## src/hw/rtl/pam_pkg.sv

```systemverilog
// pam_pkg: shared constants, action codes and control structs for the
// polynomial add/multiply unit; no dependencies
`default_nettype none

package pam_pkg;

    // default operand capacity
    localparam int MAX_TERMS_DEF = 16;

    // fixed field widths
    localparam int ACTION_W = 3;
    localparam int COEF_W   = 16;
    localparam int VALUE_W  = 48;
    localparam int POWER_W  = 5;
    localparam int PROD_W   = 2 * COEF_W;

    // action codes
    localparam logic [ACTION_W-1:0] ACT_LOAD_A = 3'd0;
    localparam logic [ACTION_W-1:0] ACT_LOAD_B = 3'd1;
    localparam logic [ACTION_W-1:0] ACT_SUM    = 3'd2;
    localparam logic [ACTION_W-1:0] ACT_PROD   = 3'd3;
    localparam logic [ACTION_W-1:0] ACT_CLEAR  = 3'd4;

    // output register source select
    typedef logic [1:0] t_out_sel;
    localparam t_out_sel OUT_SUM  = 2'd0;
    localparam t_out_sel OUT_ACC  = 2'd1;
    localparam t_out_sel OUT_ZERO = 2'd2;
    localparam t_out_sel OUT_ERR  = 2'd3;

    // controller to datapath commands
    typedef struct packed {
        logic     wr_a;
        logic     wr_b;
        logic     clr_counts;
        logic     k_clear;
        logic     k_inc;
        logic     i_init;
        logic     i_inc;
        logic     rd_sum;
        logic     mac_issue;
        logic     acc_clear;
        logic     out_load;
        t_out_sel out_sel;
    } t_dp_cmd;

    // datapath to controller status
    typedef struct packed {
        logic full_a;
        logic full_b;
        logic empty_any;
        logic i_at_hi;
        logic k_last_sum;
        logic k_last_prod;
        logic pipe_busy;
        logic out_free;
    } t_dp_stat;

endpackage

`default_nettype wire

```

## src/hw/rtl/pam_ram.sv

```systemverilog
// pam_ram: generic single write, single read RAM with registered read data
// no dependencies
`default_nettype none

module pam_ram #(
    parameter int WIDTH = 16,
    parameter int DEPTH = 16,
    localparam int AW   = (DEPTH > 1) ? $clog2(DEPTH) : 1
) (
    input  wire logic             i_clk,
    input  wire logic             i_wr_en,
    input  wire logic [AW-1:0]    i_wr_addr,
    input  wire logic [WIDTH-1:0] i_wr_data,
    input  wire logic             i_rd_en,
    input  wire logic [AW-1:0]    i_rd_addr,
    output logic      [WIDTH-1:0] o_rd_data
);

    logic [WIDTH-1:0] r_mem [DEPTH];
    logic [WIDTH-1:0] r_rd_data;

    // write port
    always_ff @(posedge i_clk) begin
        if (i_wr_en) begin
            r_mem[i_wr_addr] <= i_wr_data;
        end
    end

    // registered read, data holds while not enabled
    always_ff @(posedge i_clk) begin
        if (i_rd_en) begin
            r_rd_data <= r_mem[i_rd_addr];
        end
    end

    assign o_rd_data = r_rd_data;

endmodule

`default_nettype wire

```

## src/hw/rtl/pam_ctrl.sv

```systemverilog
// pam_ctrl: sequencer for loads, sum runs and product runs
// depends on pam_pkg
`default_nettype none

module pam_ctrl (
    input  wire logic                         i_clk,
    input  wire logic                         i_rst_n,
    input  wire logic                         i_in_valid,
    output logic                              o_in_ready,
    input  wire logic [pam_pkg::ACTION_W-1:0] i_action,
    input  wire pam_pkg::t_dp_stat            i_stat,
    output pam_pkg::t_dp_cmd                  o_cmd
);

    localparam logic [2:0] ST_IDLE       = 3'd0;
    localparam logic [2:0] ST_ERR        = 3'd1;
    localparam logic [2:0] ST_ZERO       = 3'd2;
    localparam logic [2:0] ST_SUM_RD     = 3'd3;
    localparam logic [2:0] ST_SUM_OUT    = 3'd4;
    localparam logic [2:0] ST_PROD_START = 3'd5;
    localparam logic [2:0] ST_PROD_MAC   = 3'd6;
    localparam logic [2:0] ST_PROD_DRAIN = 3'd7;

    logic [2:0] r_state;
    logic [2:0] n_state;

    // one item at a time, taken only when idle
    assign o_in_ready = (r_state == ST_IDLE);

    // next state and command decode
    always_comb begin
        n_state = r_state;
        o_cmd   = '0;
        case (r_state)
            ST_IDLE: begin
                if (i_in_valid) begin
                    case (i_action)
                        pam_pkg::ACT_LOAD_A: begin
                            if (i_stat.full_a) begin
                                n_state = ST_ERR;
                            end else begin
                                o_cmd.wr_a = 1'b1;
                            end
                        end
                        pam_pkg::ACT_LOAD_B: begin
                            if (i_stat.full_b) begin
                                n_state = ST_ERR;
                            end else begin
                                o_cmd.wr_b = 1'b1;
                            end
                        end
                        pam_pkg::ACT_SUM: begin
                            if (i_stat.empty_any) begin
                                n_state = ST_ZERO;
                            end else begin
                                o_cmd.k_clear = 1'b1;
                                n_state       = ST_SUM_RD;
                            end
                        end
                        pam_pkg::ACT_PROD: begin
                            if (i_stat.empty_any) begin
                                n_state = ST_ZERO;
                            end else begin
                                o_cmd.k_clear = 1'b1;
                                n_state       = ST_PROD_START;
                            end
                        end
                        pam_pkg::ACT_CLEAR: begin
                            o_cmd.clr_counts = 1'b1;
                        end
                        default: begin
                        end
                    endcase
                end
            end
            ST_ERR: begin
                if (i_stat.out_free) begin
                    o_cmd.out_load = 1'b1;
                    o_cmd.out_sel  = pam_pkg::OUT_ERR;
                    n_state        = ST_IDLE;
                end
            end
            ST_ZERO: begin
                if (i_stat.out_free) begin
                    o_cmd.out_load = 1'b1;
                    o_cmd.out_sel  = pam_pkg::OUT_ZERO;
                    n_state        = ST_IDLE;
                end
            end
            ST_SUM_RD: begin
                o_cmd.rd_sum = 1'b1;
                n_state      = ST_SUM_OUT;
            end
            ST_SUM_OUT: begin
                if (i_stat.out_free) begin
                    o_cmd.out_load = 1'b1;
                    o_cmd.out_sel  = pam_pkg::OUT_SUM;
                    if (i_stat.k_last_sum) begin
                        n_state = ST_IDLE;
                    end else begin
                        o_cmd.k_inc = 1'b1;
                        n_state     = ST_SUM_RD;
                    end
                end
            end
            ST_PROD_START: begin
                o_cmd.i_init    = 1'b1;
                o_cmd.acc_clear = 1'b1;
                n_state         = ST_PROD_MAC;
            end
            ST_PROD_MAC: begin
                o_cmd.mac_issue = 1'b1;
                o_cmd.i_inc     = 1'b1;
                if (i_stat.i_at_hi) begin
                    n_state = ST_PROD_DRAIN;
                end
            end
            ST_PROD_DRAIN: begin
                if (!i_stat.pipe_busy && i_stat.out_free) begin
                    o_cmd.out_load = 1'b1;
                    o_cmd.out_sel  = pam_pkg::OUT_ACC;
                    if (i_stat.k_last_prod) begin
                        n_state = ST_IDLE;
                    end else begin
                        o_cmd.k_inc = 1'b1;
                        n_state     = ST_PROD_START;
                    end
                end
            end
            default: begin
                n_state = ST_IDLE;
            end
        endcase
    end

    // state register
    always_ff @(posedge i_clk) begin
        if (!i_rst_n) begin
            r_state <= ST_IDLE;
        end else begin
            r_state <= n_state;
        end
    end

endmodule

`default_nettype wire

```

## src/hw/rtl/pam_datapath.sv

```systemverilog
// pam_datapath: operand stores, counts, term indexes, multiply-accumulate
// pipeline and output register; depends on pam_pkg and pam_ram
`default_nettype none

module pam_datapath #(
    parameter int MAX_TERMS = pam_pkg::MAX_TERMS_DEF
) (
    input  wire logic                               i_clk,
    input  wire logic                               i_rst_n,
    input  wire pam_pkg::t_dp_cmd                   i_cmd,
    output pam_pkg::t_dp_stat                       o_stat,
    input  wire logic signed [pam_pkg::COEF_W-1:0]  i_coefficient,
    output logic                                    o_out_valid,
    input  wire logic                               i_out_ready,
    output logic             [pam_pkg::POWER_W-1:0] o_power,
    output logic signed      [pam_pkg::VALUE_W-1:0] o_term_value,
    output logic                                    o_last_term,
    output logic                                    o_load_error
);

    localparam int IW  = (MAX_TERMS > 1) ? $clog2(MAX_TERMS) : 1;
    localparam int CW  = $clog2(MAX_TERMS + 1);
    localparam int KW  = $clog2(2 * MAX_TERMS - 1);
    localparam int KW1 = KW + 1;
    localparam int CWD = pam_pkg::COEF_W;
    localparam int VW  = pam_pkg::VALUE_W;
    localparam int PW  = pam_pkg::PROD_W;
    localparam int PWD = pam_pkg::POWER_W;

    logic [CW-1:0] r_count_a;
    logic [CW-1:0] r_count_b;
    logic [KW-1:0] r_k;
    logic [IW-1:0] r_i;

    logic [KW-1:0]  w_ca_k;
    logic [KW-1:0]  w_cb_k;
    logic [CW-1:0]  w_ca_m1;
    logic [KW-1:0]  w_lo_full;
    logic [IW-1:0]  w_i_lo;
    logic [IW-1:0]  w_i_hi;
    logic [KW-1:0]  w_kmi;
    logic [CW-1:0]  w_n_sum;
    logic [KW1-1:0] w_k_p1;
    logic [KW1-1:0] w_k_p2;
    logic [KW1-1:0] w_n_prod2;

    logic [IW-1:0]  w_a_rd_addr;
    logic [IW-1:0]  w_b_rd_addr;
    logic           w_rd_en;
    logic [CWD-1:0] w_a_data;
    logic [CWD-1:0] w_b_data;

    logic                 r_v1;
    logic                 r_v2;
    logic signed [PW-1:0] r_prod;
    logic signed [VW-1:0] r_acc;
    logic signed [VW-1:0] w_sum_a;
    logic signed [VW-1:0] w_sum_b;
    logic signed [VW-1:0] w_sum_val;

    logic                 r_out_valid;
    logic [pam_pkg::POWER_W-1:0] r_power;
    logic signed [VW-1:0] r_value;
    logic                 r_last;
    logic                 r_err;
    logic                 w_out_free;

    // index window for one product term
    assign w_ca_k    = KW'(r_count_a);
    assign w_cb_k    = KW'(r_count_b);
    assign w_ca_m1   = r_count_a - CW'(1);
    assign w_lo_full = r_k - w_cb_k + KW'(1);
    assign w_i_lo    = (r_k >= w_cb_k) ? w_lo_full[IW-1:0] : '0;
    assign w_i_hi    = (r_k >= w_ca_k) ? w_ca_m1[IW-1:0] : r_k[IW-1:0];
    assign w_kmi     = r_k - KW'(r_i);

    // run length checks
    assign w_n_sum   = (r_count_a > r_count_b) ? r_count_a : r_count_b;
    assign w_k_p1    = KW1'(r_k) + KW1'(1);
    assign w_k_p2    = KW1'(r_k) + KW1'(2);
    assign w_n_prod2 = KW1'(r_count_a) + KW1'(r_count_b);

    // operand counts
    always_ff @(posedge i_clk) begin
        if (!i_rst_n) begin
            r_count_a <= '0;
            r_count_b <= '0;
        end else if (i_cmd.clr_counts) begin
            r_count_a <= '0;
            r_count_b <= '0;
        end else begin
            if (i_cmd.wr_a) begin
                r_count_a <= r_count_a + CW'(1);
            end
            if (i_cmd.wr_b) begin
                r_count_b <= r_count_b + CW'(1);
            end
        end
    end

    // term and inner indexes
    always_ff @(posedge i_clk) begin
        if (i_cmd.k_clear) begin
            r_k <= '0;
        end else if (i_cmd.k_inc) begin
            r_k <= r_k + KW'(1);
        end
        if (i_cmd.i_init) begin
            r_i <= w_i_lo;
        end else if (i_cmd.i_inc) begin
            r_i <= r_i + IW'(1);
        end
    end

    // operand stores
    assign w_rd_en     = i_cmd.rd_sum | i_cmd.mac_issue;
    assign w_a_rd_addr = i_cmd.rd_sum ? r_k[IW-1:0] : r_i;
    assign w_b_rd_addr = i_cmd.rd_sum ? r_k[IW-1:0] : w_kmi[IW-1:0];

    pam_ram #(
        .WIDTH (CWD),
        .DEPTH (MAX_TERMS)
    ) u_ram_a (
        .i_clk     (i_clk),
        .i_wr_en   (i_cmd.wr_a),
        .i_wr_addr (r_count_a[IW-1:0]),
        .i_wr_data (i_coefficient),
        .i_rd_en   (w_rd_en),
        .i_rd_addr (w_a_rd_addr),
        .o_rd_data (w_a_data)
    );

    pam_ram #(
        .WIDTH (CWD),
        .DEPTH (MAX_TERMS)
    ) u_ram_b (
        .i_clk     (i_clk),
        .i_wr_en   (i_cmd.wr_b),
        .i_wr_addr (r_count_b[IW-1:0]),
        .i_wr_data (i_coefficient),
        .i_rd_en   (w_rd_en),
        .i_rd_addr (w_b_rd_addr),
        .o_rd_data (w_b_data)
    );

    // multiply-accumulate pipeline: read, multiply, accumulate
    always_ff @(posedge i_clk) begin
        if (!i_rst_n) begin
            r_v1 <= 1'b0;
            r_v2 <= 1'b0;
        end else begin
            r_v1 <= i_cmd.mac_issue;
            r_v2 <= r_v1;
        end
    end

    always_ff @(posedge i_clk) begin
        if (r_v1) begin
            r_prod <= $signed(w_a_data) * $signed(w_b_data);
        end
        if (i_cmd.acc_clear) begin
            r_acc <= '0;
        end else if (r_v2) begin
            r_acc <= r_acc + VW'(r_prod);
        end
    end

    // term-wise sum, shorter operand padded with zero
    assign w_sum_a   = (r_k < w_ca_k) ? VW'($signed(w_a_data)) : '0;
    assign w_sum_b   = (r_k < w_cb_k) ? VW'($signed(w_b_data)) : '0;
    assign w_sum_val = w_sum_a + w_sum_b;

    // output register
    assign w_out_free = !r_out_valid || i_out_ready;

    always_ff @(posedge i_clk) begin
        if (!i_rst_n) begin
            r_out_valid <= 1'b0;
        end else if (i_cmd.out_load) begin
            r_out_valid <= 1'b1;
        end else if (i_out_ready) begin
            r_out_valid <= 1'b0;
        end
    end

    always_ff @(posedge i_clk) begin
        if (i_cmd.out_load) begin
            case (i_cmd.out_sel)
                pam_pkg::OUT_SUM: begin
                    r_power <= PWD'(r_k);
                    r_value <= w_sum_val;
                    r_last  <= (w_k_p1 == KW1'(w_n_sum));
                    r_err   <= 1'b0;
                end
                pam_pkg::OUT_ACC: begin
                    r_power <= PWD'(r_k);
                    r_value <= r_acc;
                    r_last  <= (w_k_p2 == w_n_prod2);
                    r_err   <= 1'b0;
                end
                pam_pkg::OUT_ERR: begin
                    r_power <= '0;
                    r_value <= '0;
                    r_last  <= 1'b1;
                    r_err   <= 1'b1;
                end
                default: begin
                    r_power <= '0;
                    r_value <= '0;
                    r_last  <= 1'b1;
                    r_err   <= 1'b0;
                end
            endcase
        end
    end

    // status to controller
    always_comb begin
        o_stat             = '0;
        o_stat.full_a      = (r_count_a == CW'(MAX_TERMS));
        o_stat.full_b      = (r_count_b == CW'(MAX_TERMS));
        o_stat.empty_any   = (r_count_a == '0) || (r_count_b == '0);
        o_stat.i_at_hi     = (r_i == w_i_hi);
        o_stat.k_last_sum  = (w_k_p1 == KW1'(w_n_sum));
        o_stat.k_last_prod = (w_k_p2 == w_n_prod2);
        o_stat.pipe_busy   = r_v1 || r_v2;
        o_stat.out_free    = w_out_free;
    end

    assign o_out_valid  = r_out_valid;
    assign o_power      = r_power;
    assign o_term_value = r_value;
    assign o_last_term  = r_last;
    assign o_load_error = r_err;

endmodule

`default_nettype wire

```

## src/hw/rtl/polynomial_add_multiply_unit.sv

```systemverilog
// channel    | direction | handshake                  | payload
// in         | input     | i_in_valid / o_in_ready    | i_action, i_coefficient
// out        | output    | o_out_valid / i_out_ready  | o_power, o_term_value,
//            |           |                            | o_last_term, o_load_error
//
// an item is taken only while the sequencer is idle
// a sum run reads each term, then loads it into the output register; a product run
// feeds each term's products to the single multiply-accumulate unit, then outputs the sum
// reset (i_rst_n, synchronous) empties both operands and the output register
// a stalled output beat holds the sequencer; the next item waits for the run to finish
//
// polynomial_add_multiply_unit: top level, joins controller and datapath
// depends on pam_pkg, pam_ctrl, pam_datapath
`default_nettype none

module polynomial_add_multiply_unit #(
    parameter int MAX_TERMS = pam_pkg::MAX_TERMS_DEF
) (
    input  wire logic                                i_clk,
    input  wire logic                                i_rst_n,
    input  wire logic                                i_in_valid,
    output logic                                     o_in_ready,
    input  wire logic        [pam_pkg::ACTION_W-1:0] i_action,
    input  wire logic signed [pam_pkg::COEF_W-1:0]   i_coefficient,
    output logic                                     o_out_valid,
    input  wire logic                                i_out_ready,
    output logic             [pam_pkg::POWER_W-1:0]  o_power,
    output logic signed      [pam_pkg::VALUE_W-1:0]  o_term_value,
    output logic                                     o_last_term,
    output logic                                     o_load_error
);

    pam_pkg::t_dp_cmd  w_cmd;
    pam_pkg::t_dp_stat w_stat;

    // sequencer
    pam_ctrl u_ctrl (
        .i_clk      (i_clk),
        .i_rst_n    (i_rst_n),
        .i_in_valid (i_in_valid),
        .o_in_ready (o_in_ready),
        .i_action   (i_action),
        .i_stat     (w_stat),
        .o_cmd      (w_cmd)
    );

    // storage and arithmetic
    pam_datapath #(
        .MAX_TERMS (MAX_TERMS)
    ) u_datapath (
        .i_clk         (i_clk),
        .i_rst_n       (i_rst_n),
        .i_cmd         (w_cmd),
        .o_stat        (w_stat),
        .i_coefficient (i_coefficient),
        .o_out_valid   (o_out_valid),
        .i_out_ready   (i_out_ready),
        .o_power       (o_power),
        .o_term_value  (o_term_value),
        .o_last_term   (o_last_term),
        .o_load_error  (o_load_error)
    );

endmodule

`default_nettype wire

```

## config.mk

```make
export PLATFORM = sky130hd
export DESIGN_NAME = polynomial_add_multiply_unit
export DESIGN_NICKNAME = d
export VERILOG_FILES = /design/src/hw/rtl/pam_pkg.sv /design/src/hw/rtl/pam_ram.sv /design/src/hw/rtl/pam_ctrl.sv /design/src/hw/rtl/pam_datapath.sv /design/src/hw/rtl/polynomial_add_multiply_unit.sv
export SDC_FILE = /design/constraint.sdc
export NUM_CORES = 2
export LEC_CHECK = 0
export BUFFER_PORTS_ARGS = -buffer_cell sky130_fd_sc_hd__buf_2
export CORE_ASPECT_RATIO = 1.75
export CORE_UTILIZATION = 50
export DETAILED_ROUTE_END_ITERATION = 6
export PLACE_DENSITY = 0.67
export SYNTH_ARGS = -nofsm -noshare
export SYNTH_HDL_FRONTEND = slang
export SYNTH_HIERARCHICAL = 1
export SYNTH_SLANG_ARGS = --single-unit
```

## constraint.sdc

```tcl
create_clock -name i_clk -period 5.8 [get_ports i_clk]
set_input_delay 1.16 -clock i_clk [delete_from_list [all_inputs] [get_ports i_clk]]
set_output_delay 1.16 -clock i_clk [all_outputs]
set_load 0.03 [all_outputs]
```

* After elaboration in Yosys (flattened, before gate mapping) *
Memories as Yosys holds them, arrays and structs flattened. A register that Yosys moved wholly into a read port is not among the register bits.
Index checks and enable logic that the tools add are counted.

storage, ports and cells
  register bits = 160
  memory bits (writable) = 512
  input port bits = 23
  output and inout bits = 57
  word-level logic and storage cells = 134
  memories = 2

cells by class
  add/sub/neg operators = 13
  multipliers = 1
  magnitude comparators = 5
  equal/unequal tests = 26
  multiplexer cells = 53
  bitwise logic cells = 2
  reduce and logical (&&, ||, !) cells = 18

memories
  memory                    depth  bits a word  rd ports  clocked after memory_dff  write ports  line           source
  u_datapath.u_ram_a.r_mem  16     16           1         1                         1            pam_ram.sv:19  logic [WIDTH-1:0] r_mem [DEPTH];
  u_datapath.u_ram_b.r_mem  16     16           1         1                         1            pam_ram.sv:19

operator list
  cell                                                 count
  2-to-1 mux 48 bit                                    2
  one-hot mux 48 bit (2 select lines)                  1
  adder 48 x 32 -> 48 bit                              1
  adder 48 bit                                         1
  2-to-1 mux 3 bit                                     13
  multiplier 16 x 16 -> 32 bit                         1
  2-to-1 mux 4 bit                                     8
  one-hot mux 3 bit (4 select lines)                   2
  2-to-1 mux 1 bit                                     22
  one-hot mux 3 bit (7 select lines)                   1
  adder 5 x 1 -> 5 bit, second input constant          3
  equality test 3 bit, second input constant           5
  equality test 3 x 2 -> 1 bit, second input constant  4
  equality test 5 bit, second input constant           2
  greater-or-equal comparator 5 bit                    2
  zero test 5 bit                                      2
  less-than comparator 5 bit                           2
  adder 4 x 1 -> 4 bit, second input constant          2
  != test 2 x 1 -> 1 bit, second input constant        4
  AND reduction 8 bit                                  1
  OR reduction 2 bit                                   4
  subtractor 4 bit                                     2
  adder 5 x 1 -> 6 bit, second input constant          1
  adder 5 x 2 -> 6 bit, second input constant          1
  23 further kinds                                     31

* Logic depth before layout (Yosys ltp) *
  depth after elaboration = 8
  gate-level depth with buffers = 25
  depth with buffers taken out = 23

* Cells and area by module *
Netlist, hierarchy kept.

by module, submodules not included
  module                        times used  cells each  area each (µm²)  sequential area each (µm²)
  pam_datapath                  1           2254        20577.2          4053.9
  pam_ram (u_datapath.u_ram_a)  1           432         10203.5          8167.8
  pam_ram (u_datapath.u_ram_b)  1           432         10202.3          8167.8
  pam_ctrl                      1           69          501.7            60.1

* Worst setup path before layout *
No wires, ideal clock.

  path kind = register to register
  start = register u_datapath.u_ram_a.r_rd_data[6], in the netlist u_datapath/u_ram_a/o_rd_data[6] (read register of u_datapath.u_ram_a.r_mem)
  end = register u_datapath.r_prod[31], data pin
  setup time = 0.266 ns
  arrival time = 5.925 ns
  data required time = 5.534 ns
  slack = -0.391 ns
  stages on the path, launching flop included = 22
  buffers on the path = 1
  clock period less this slack = 6.191 ns
  cell sequence = edfxtp_1 clkbuf_1 and2_1 fa_1 inv_1 fa_1 fa_1 fa_1 inv_1 fa_1 inv_1 fa_1 inv_1 ha_1 nand3_1 nor4b_2 o2111ai_1 a21oi_1 o31ai_1 a221oi_1 mux2i_1 nand4_1

on the way
  longest elaborated chain between the ends = 1

RTL lines
  element                       line                 source
  start, declared               pam_ram.sv:20        logic [WIDTH-1:0] r_rd_data;
  multiplier 16 x 16 -> 32 bit  pam_datapath.sv:159  r_prod <= $signed(w_a_data) * $signed(w_b_data);
  end signal, assigned          pam_datapath.sv:159
  end, declared                 pam_datapath.sv:55   logic signed [PW-1:0] r_prod;

Every way passes these cells.
A chain may end at the register's enable or synchronous reset.

* Final worst setup path *
  start = register u_datapath.u_ram_b.r_rd_data[6], in the netlist u_datapath/u_ram_b/o_rd_data[6] (read register of u_datapath.u_ram_b.r_mem)
  end = register u_datapath.r_prod[31], data pin

on the way
  longest elaborated chain between the ends = 1

RTL lines
  element                       line
  start, declared               pam_ram.sv:20
  multiplier 16 x 16 -> 32 bit  pam_datapath.sv:159

Every way passes these cells.

==> flow_metrics.tcl <==
set metrics [dict create \
    io_pins 80 \
    crit_required_ps 6180 \
    cts_buffers 67 \
    min_path_cells 2 \
    hold_class "register to register" \
    cts.sinks 704 \
    design_area_mm2 0.04723 \
    cap_violations 0 \
    clkLatencyLatePin_ps 650 \
    skew_ps 24.80 \
    r2r_start "u_datapath/u_ram_b/o_rd_data[6]" \
    avgRoutedWirePerCell_um 21.97 \
    antenna_found_initial 0 \
    synth_nets 3657 \
    core_area_mm2 0.08209 \
    ys_ff_latch 704 \
    post-route-period-util_pct 106.2 \
    nets 3926 \
    viasPerCell 5.677 \
    ys_types 83 \
    fmax_mhz 162.3 \
    cp-start-kind "register" \
    synthCells 3187 \
    num_rows 139 \
    fin_ws_ps -361.9 \
    fin_crit_ps 6162 \
    crit_arrival_ps 6540 \
    grt_pass1_vias 28500 \
    num_vias 25910 \
    ys_seq_area_share_pct 49.29 \
    dieHeight_um 383.0 \
    num_antenna_cells 0 \
    routed_wl_um 100300 \
    rr_worst_depth 22 \
    hpwl_um 73490 \
    critical_path_peak_fanout 6 \
    synth_area_mm2 0.04148 \
    crit_top_cell "fa_1" \
    yosysWarnings 6 \
    holdWs_ps 493.0 \
    rsz0062_at_grt "true" \
    drc 17 \
    antenna_left 0 \
    cp-end-kind "register" \
    crit_start "u_datapath/u_ram_b/o_rd_data[6]" \
    synthArstFlopShare_pct 0 \
    power_density_mw_per_mm2 344.3 \
    drive_above_1_share_pct 18.59 \
    worstMarginPinSlew_ps 1080 \
    start_util_pct 50.54 \
    cts_tree "yes" \
    slew_viol_final 0 \
    slew_headroom_pct 27.73 \
    critPathMaxStageDelay_ps 540 \
    hold_buffers 0 \
    cts_max_level 3 \
    dr.pass1.iters 7 \
    synthFlopType "edfxtp_1" \
    clock_path_buffers 3 \
    synth_edf_count 635 \
    clockRootBuffer "clkbuf_16" \
    syn2layout_area_growth_pct 13.85 \
    leakage_nw 18.87 \
    max-vdd-ir-drop_mv 0.2498 \
    grt_first_pass_wirelength_um 156700 \
    routabilityCongestion 0.9051 \
    violations "DRC, setup timing" \
    grt_max_degree 65 \
    crit_chain "buf_6 -> and2_4 -> fa_1 -> inv_2 -> fa_2 -> fa_2 -> fa_1 -> inv_1 -> fa_1 -> inv_2 -> fa_1 -> inv_2 -> ha_4 -> a21oi_2 -> o21ai_2 -> a22o_1 -> o2111ai_4 -> a21oi_2 -> o31ai_2 -> a221oi_2 -> mux2i_1 -> nand4_1" \
    die_area_mm2 0.08417 \
    cp_slowest_cell "fa_2" \
    grt_usage_pct 24.71 \
    critPathKind "register to register" \
    hold_viol_final 0 \
    worstHoldStart "u_datapath/r_acc[43]" \
    io_buffers 79 \
    clk_pin_slew_ps 70 \
    die_w_um 219.7 \
    overflow 0 \
    setup_viol 11 \
    drtIter0Drc 1582 \
    postSynthAreaPerCell_um2 13.02 \
    place_area_mm2 0.04472 \
    status "finished, violations left" \
]
-- cells in the mapped netlist, drive strengths merged (13+ instances only) --
master / count / area share (%)
nand2: 259 / 2.3
nand2b: 35 / 0.53
a21oi: 132 / 1.6
nor3: 37 / 0.46
a211oi: 17 / 0.34
edfxtp: 635 / 46
o22ai: 13 / 0.20
xnor2: 84 / 1.8
nor2b: 19 / 0.29
a21o: 54 / 0.98
nand4: 21 / 0.32
o21bai: 20 / 0.36
inv: 375 / 3.4
a22oi: 65 / 1.2
clkbuf: 86 / 0.78
dfxtp: 69 / 3.3
mux4: 128 / 7.1
nand3: 29 / 0.35
fa: 269 / 13
xor2: 37 / 0.78
mux2i: 42 / 1.0
buf: 44 / 0.69
nor2: 157 / 1.4
o21ai: 61 / 0.74
and2: 168 / 2.5
ha: 178 / 5.4
-- area by class of cell --
type,count,area [µm²]
fill,6587,34860
sequential,704,20450
multi-input combinational,1978,19460
timing repair buffer,330,2364
clock buffer,83,1768
inverter,375,1408
tap,1057,1323
clock inverter,37,457.9
-- registers in the layout, summed over array words and instances (netlist names), 16 cells and up --
| register | flops |
|---|---|
| u_datapath/u_ram_a/o_rd_data | 16 |
| u_datapath/u_ram_a/r_mem | 256 |
| u_datapath/o_term_value | 48 |
| u_datapath/u_ram_b/o_rd_data | 16 |
| u_datapath/r_acc | 48 |
| u_datapath/u_ram_b/r_mem | 256 |
| u_datapath/r_prod | 32 |
-- metal layers --
layer / part of all wire, % / vias up / GRT usage, %
li1: - / 11800 / -
met1: 34 / 13130 / 25.02
met2: 57 / 705 / 48.49
met3: 3.7 / 273 / 2.909
met4: 4.9 / 0 / 12.23
met5: 0 / - / 0
-- report_power, final --
part	leakage (nW)	switching, W	total, W	internal, W
registers	6.30	0.0000610	0.00595	0.00589
clock network	1.08	0.00194	0.00446	0.00252
logic	11.5	0.00312	0.00585	0.00272
total	18.9	0.00513	0.0163	0.0111
-- layout by cell type (no fill, tap or decap), types with 79 or more instances in the layout --
master    instances
xnor2_1          84
nand2_1         258
ha_1            168
inv_1           366
buf_2            79
a21oi_1         124
buf_4           238
mux4_2          108
edfxtp_1        635
and2_1          157
nor2_1          153
fa_1            259
-- final timing paths --
kind                                         endpoint  slack, ps
worst max-delay path            u_datapath/r_prod[31]       -360
worst min-delay path             u_datapath/r_acc[43]        490
worst max register to register  u_datapath/r_prod[31]       -360
worst min register to register   u_datapath/r_acc[43]        490
-- stage by stage --
stage / setup TNS, ps / std cells / worst slack (ps) / power, W / utilization, %
global route: -4858 / 4564 / -587.5 / 0.01718 / 57.53
global placement: -3940 / 4434 / -475.1 / 0.01158 / 54.47
detailed placement: -4502 / 4434 / -551.8 / 0.01174 / 54.47
CTS: -3063 / 4563 / -428.6 / 0.01633 / 57.45
floorplan: -101.1 / 3187 / -50.61 / 0.009892 / -
finish: -2289 / 4564 / -361.9 / 0.01626 / 57.53
-- timing repair --
| item | in CTS | in global routing |
|---|---|---|
| gates resized for setup | 41 | 20 |
| buffers inserted | 10 | 1 |
| pin swaps | 32 | 16 |
| endpoints found under the setup margin | 12 | 14 |
-- worst max-delay path: cells and delay by family (launching register included) --
family / cells / cell delay, ps
flip-flops: 1 / 490
AND/OR/NAND/NOR: 2 / 260
adder cells (fa/ha/maj): 7 / 3290
multiplexers: 1 / 240
AO/OA/AOI/OAI: 7 / 1280
buffers and inverters: 5 / 360
-- cells by family after synthesis --
kind of cell,after synthesis,synth area share [%]
flip-flops,704,49.29
multiplexers,173,8.225
AO/OA/AOI/OAI,441,7.100
buffers and inverters,505,4.862
XOR/XNOR,121,2.555
adder cells (fa/ha/maj),447,18.35
AND/OR/NAND/NOR,796,9.615
No activity file was read; power rests on OpenSTA's default activity.
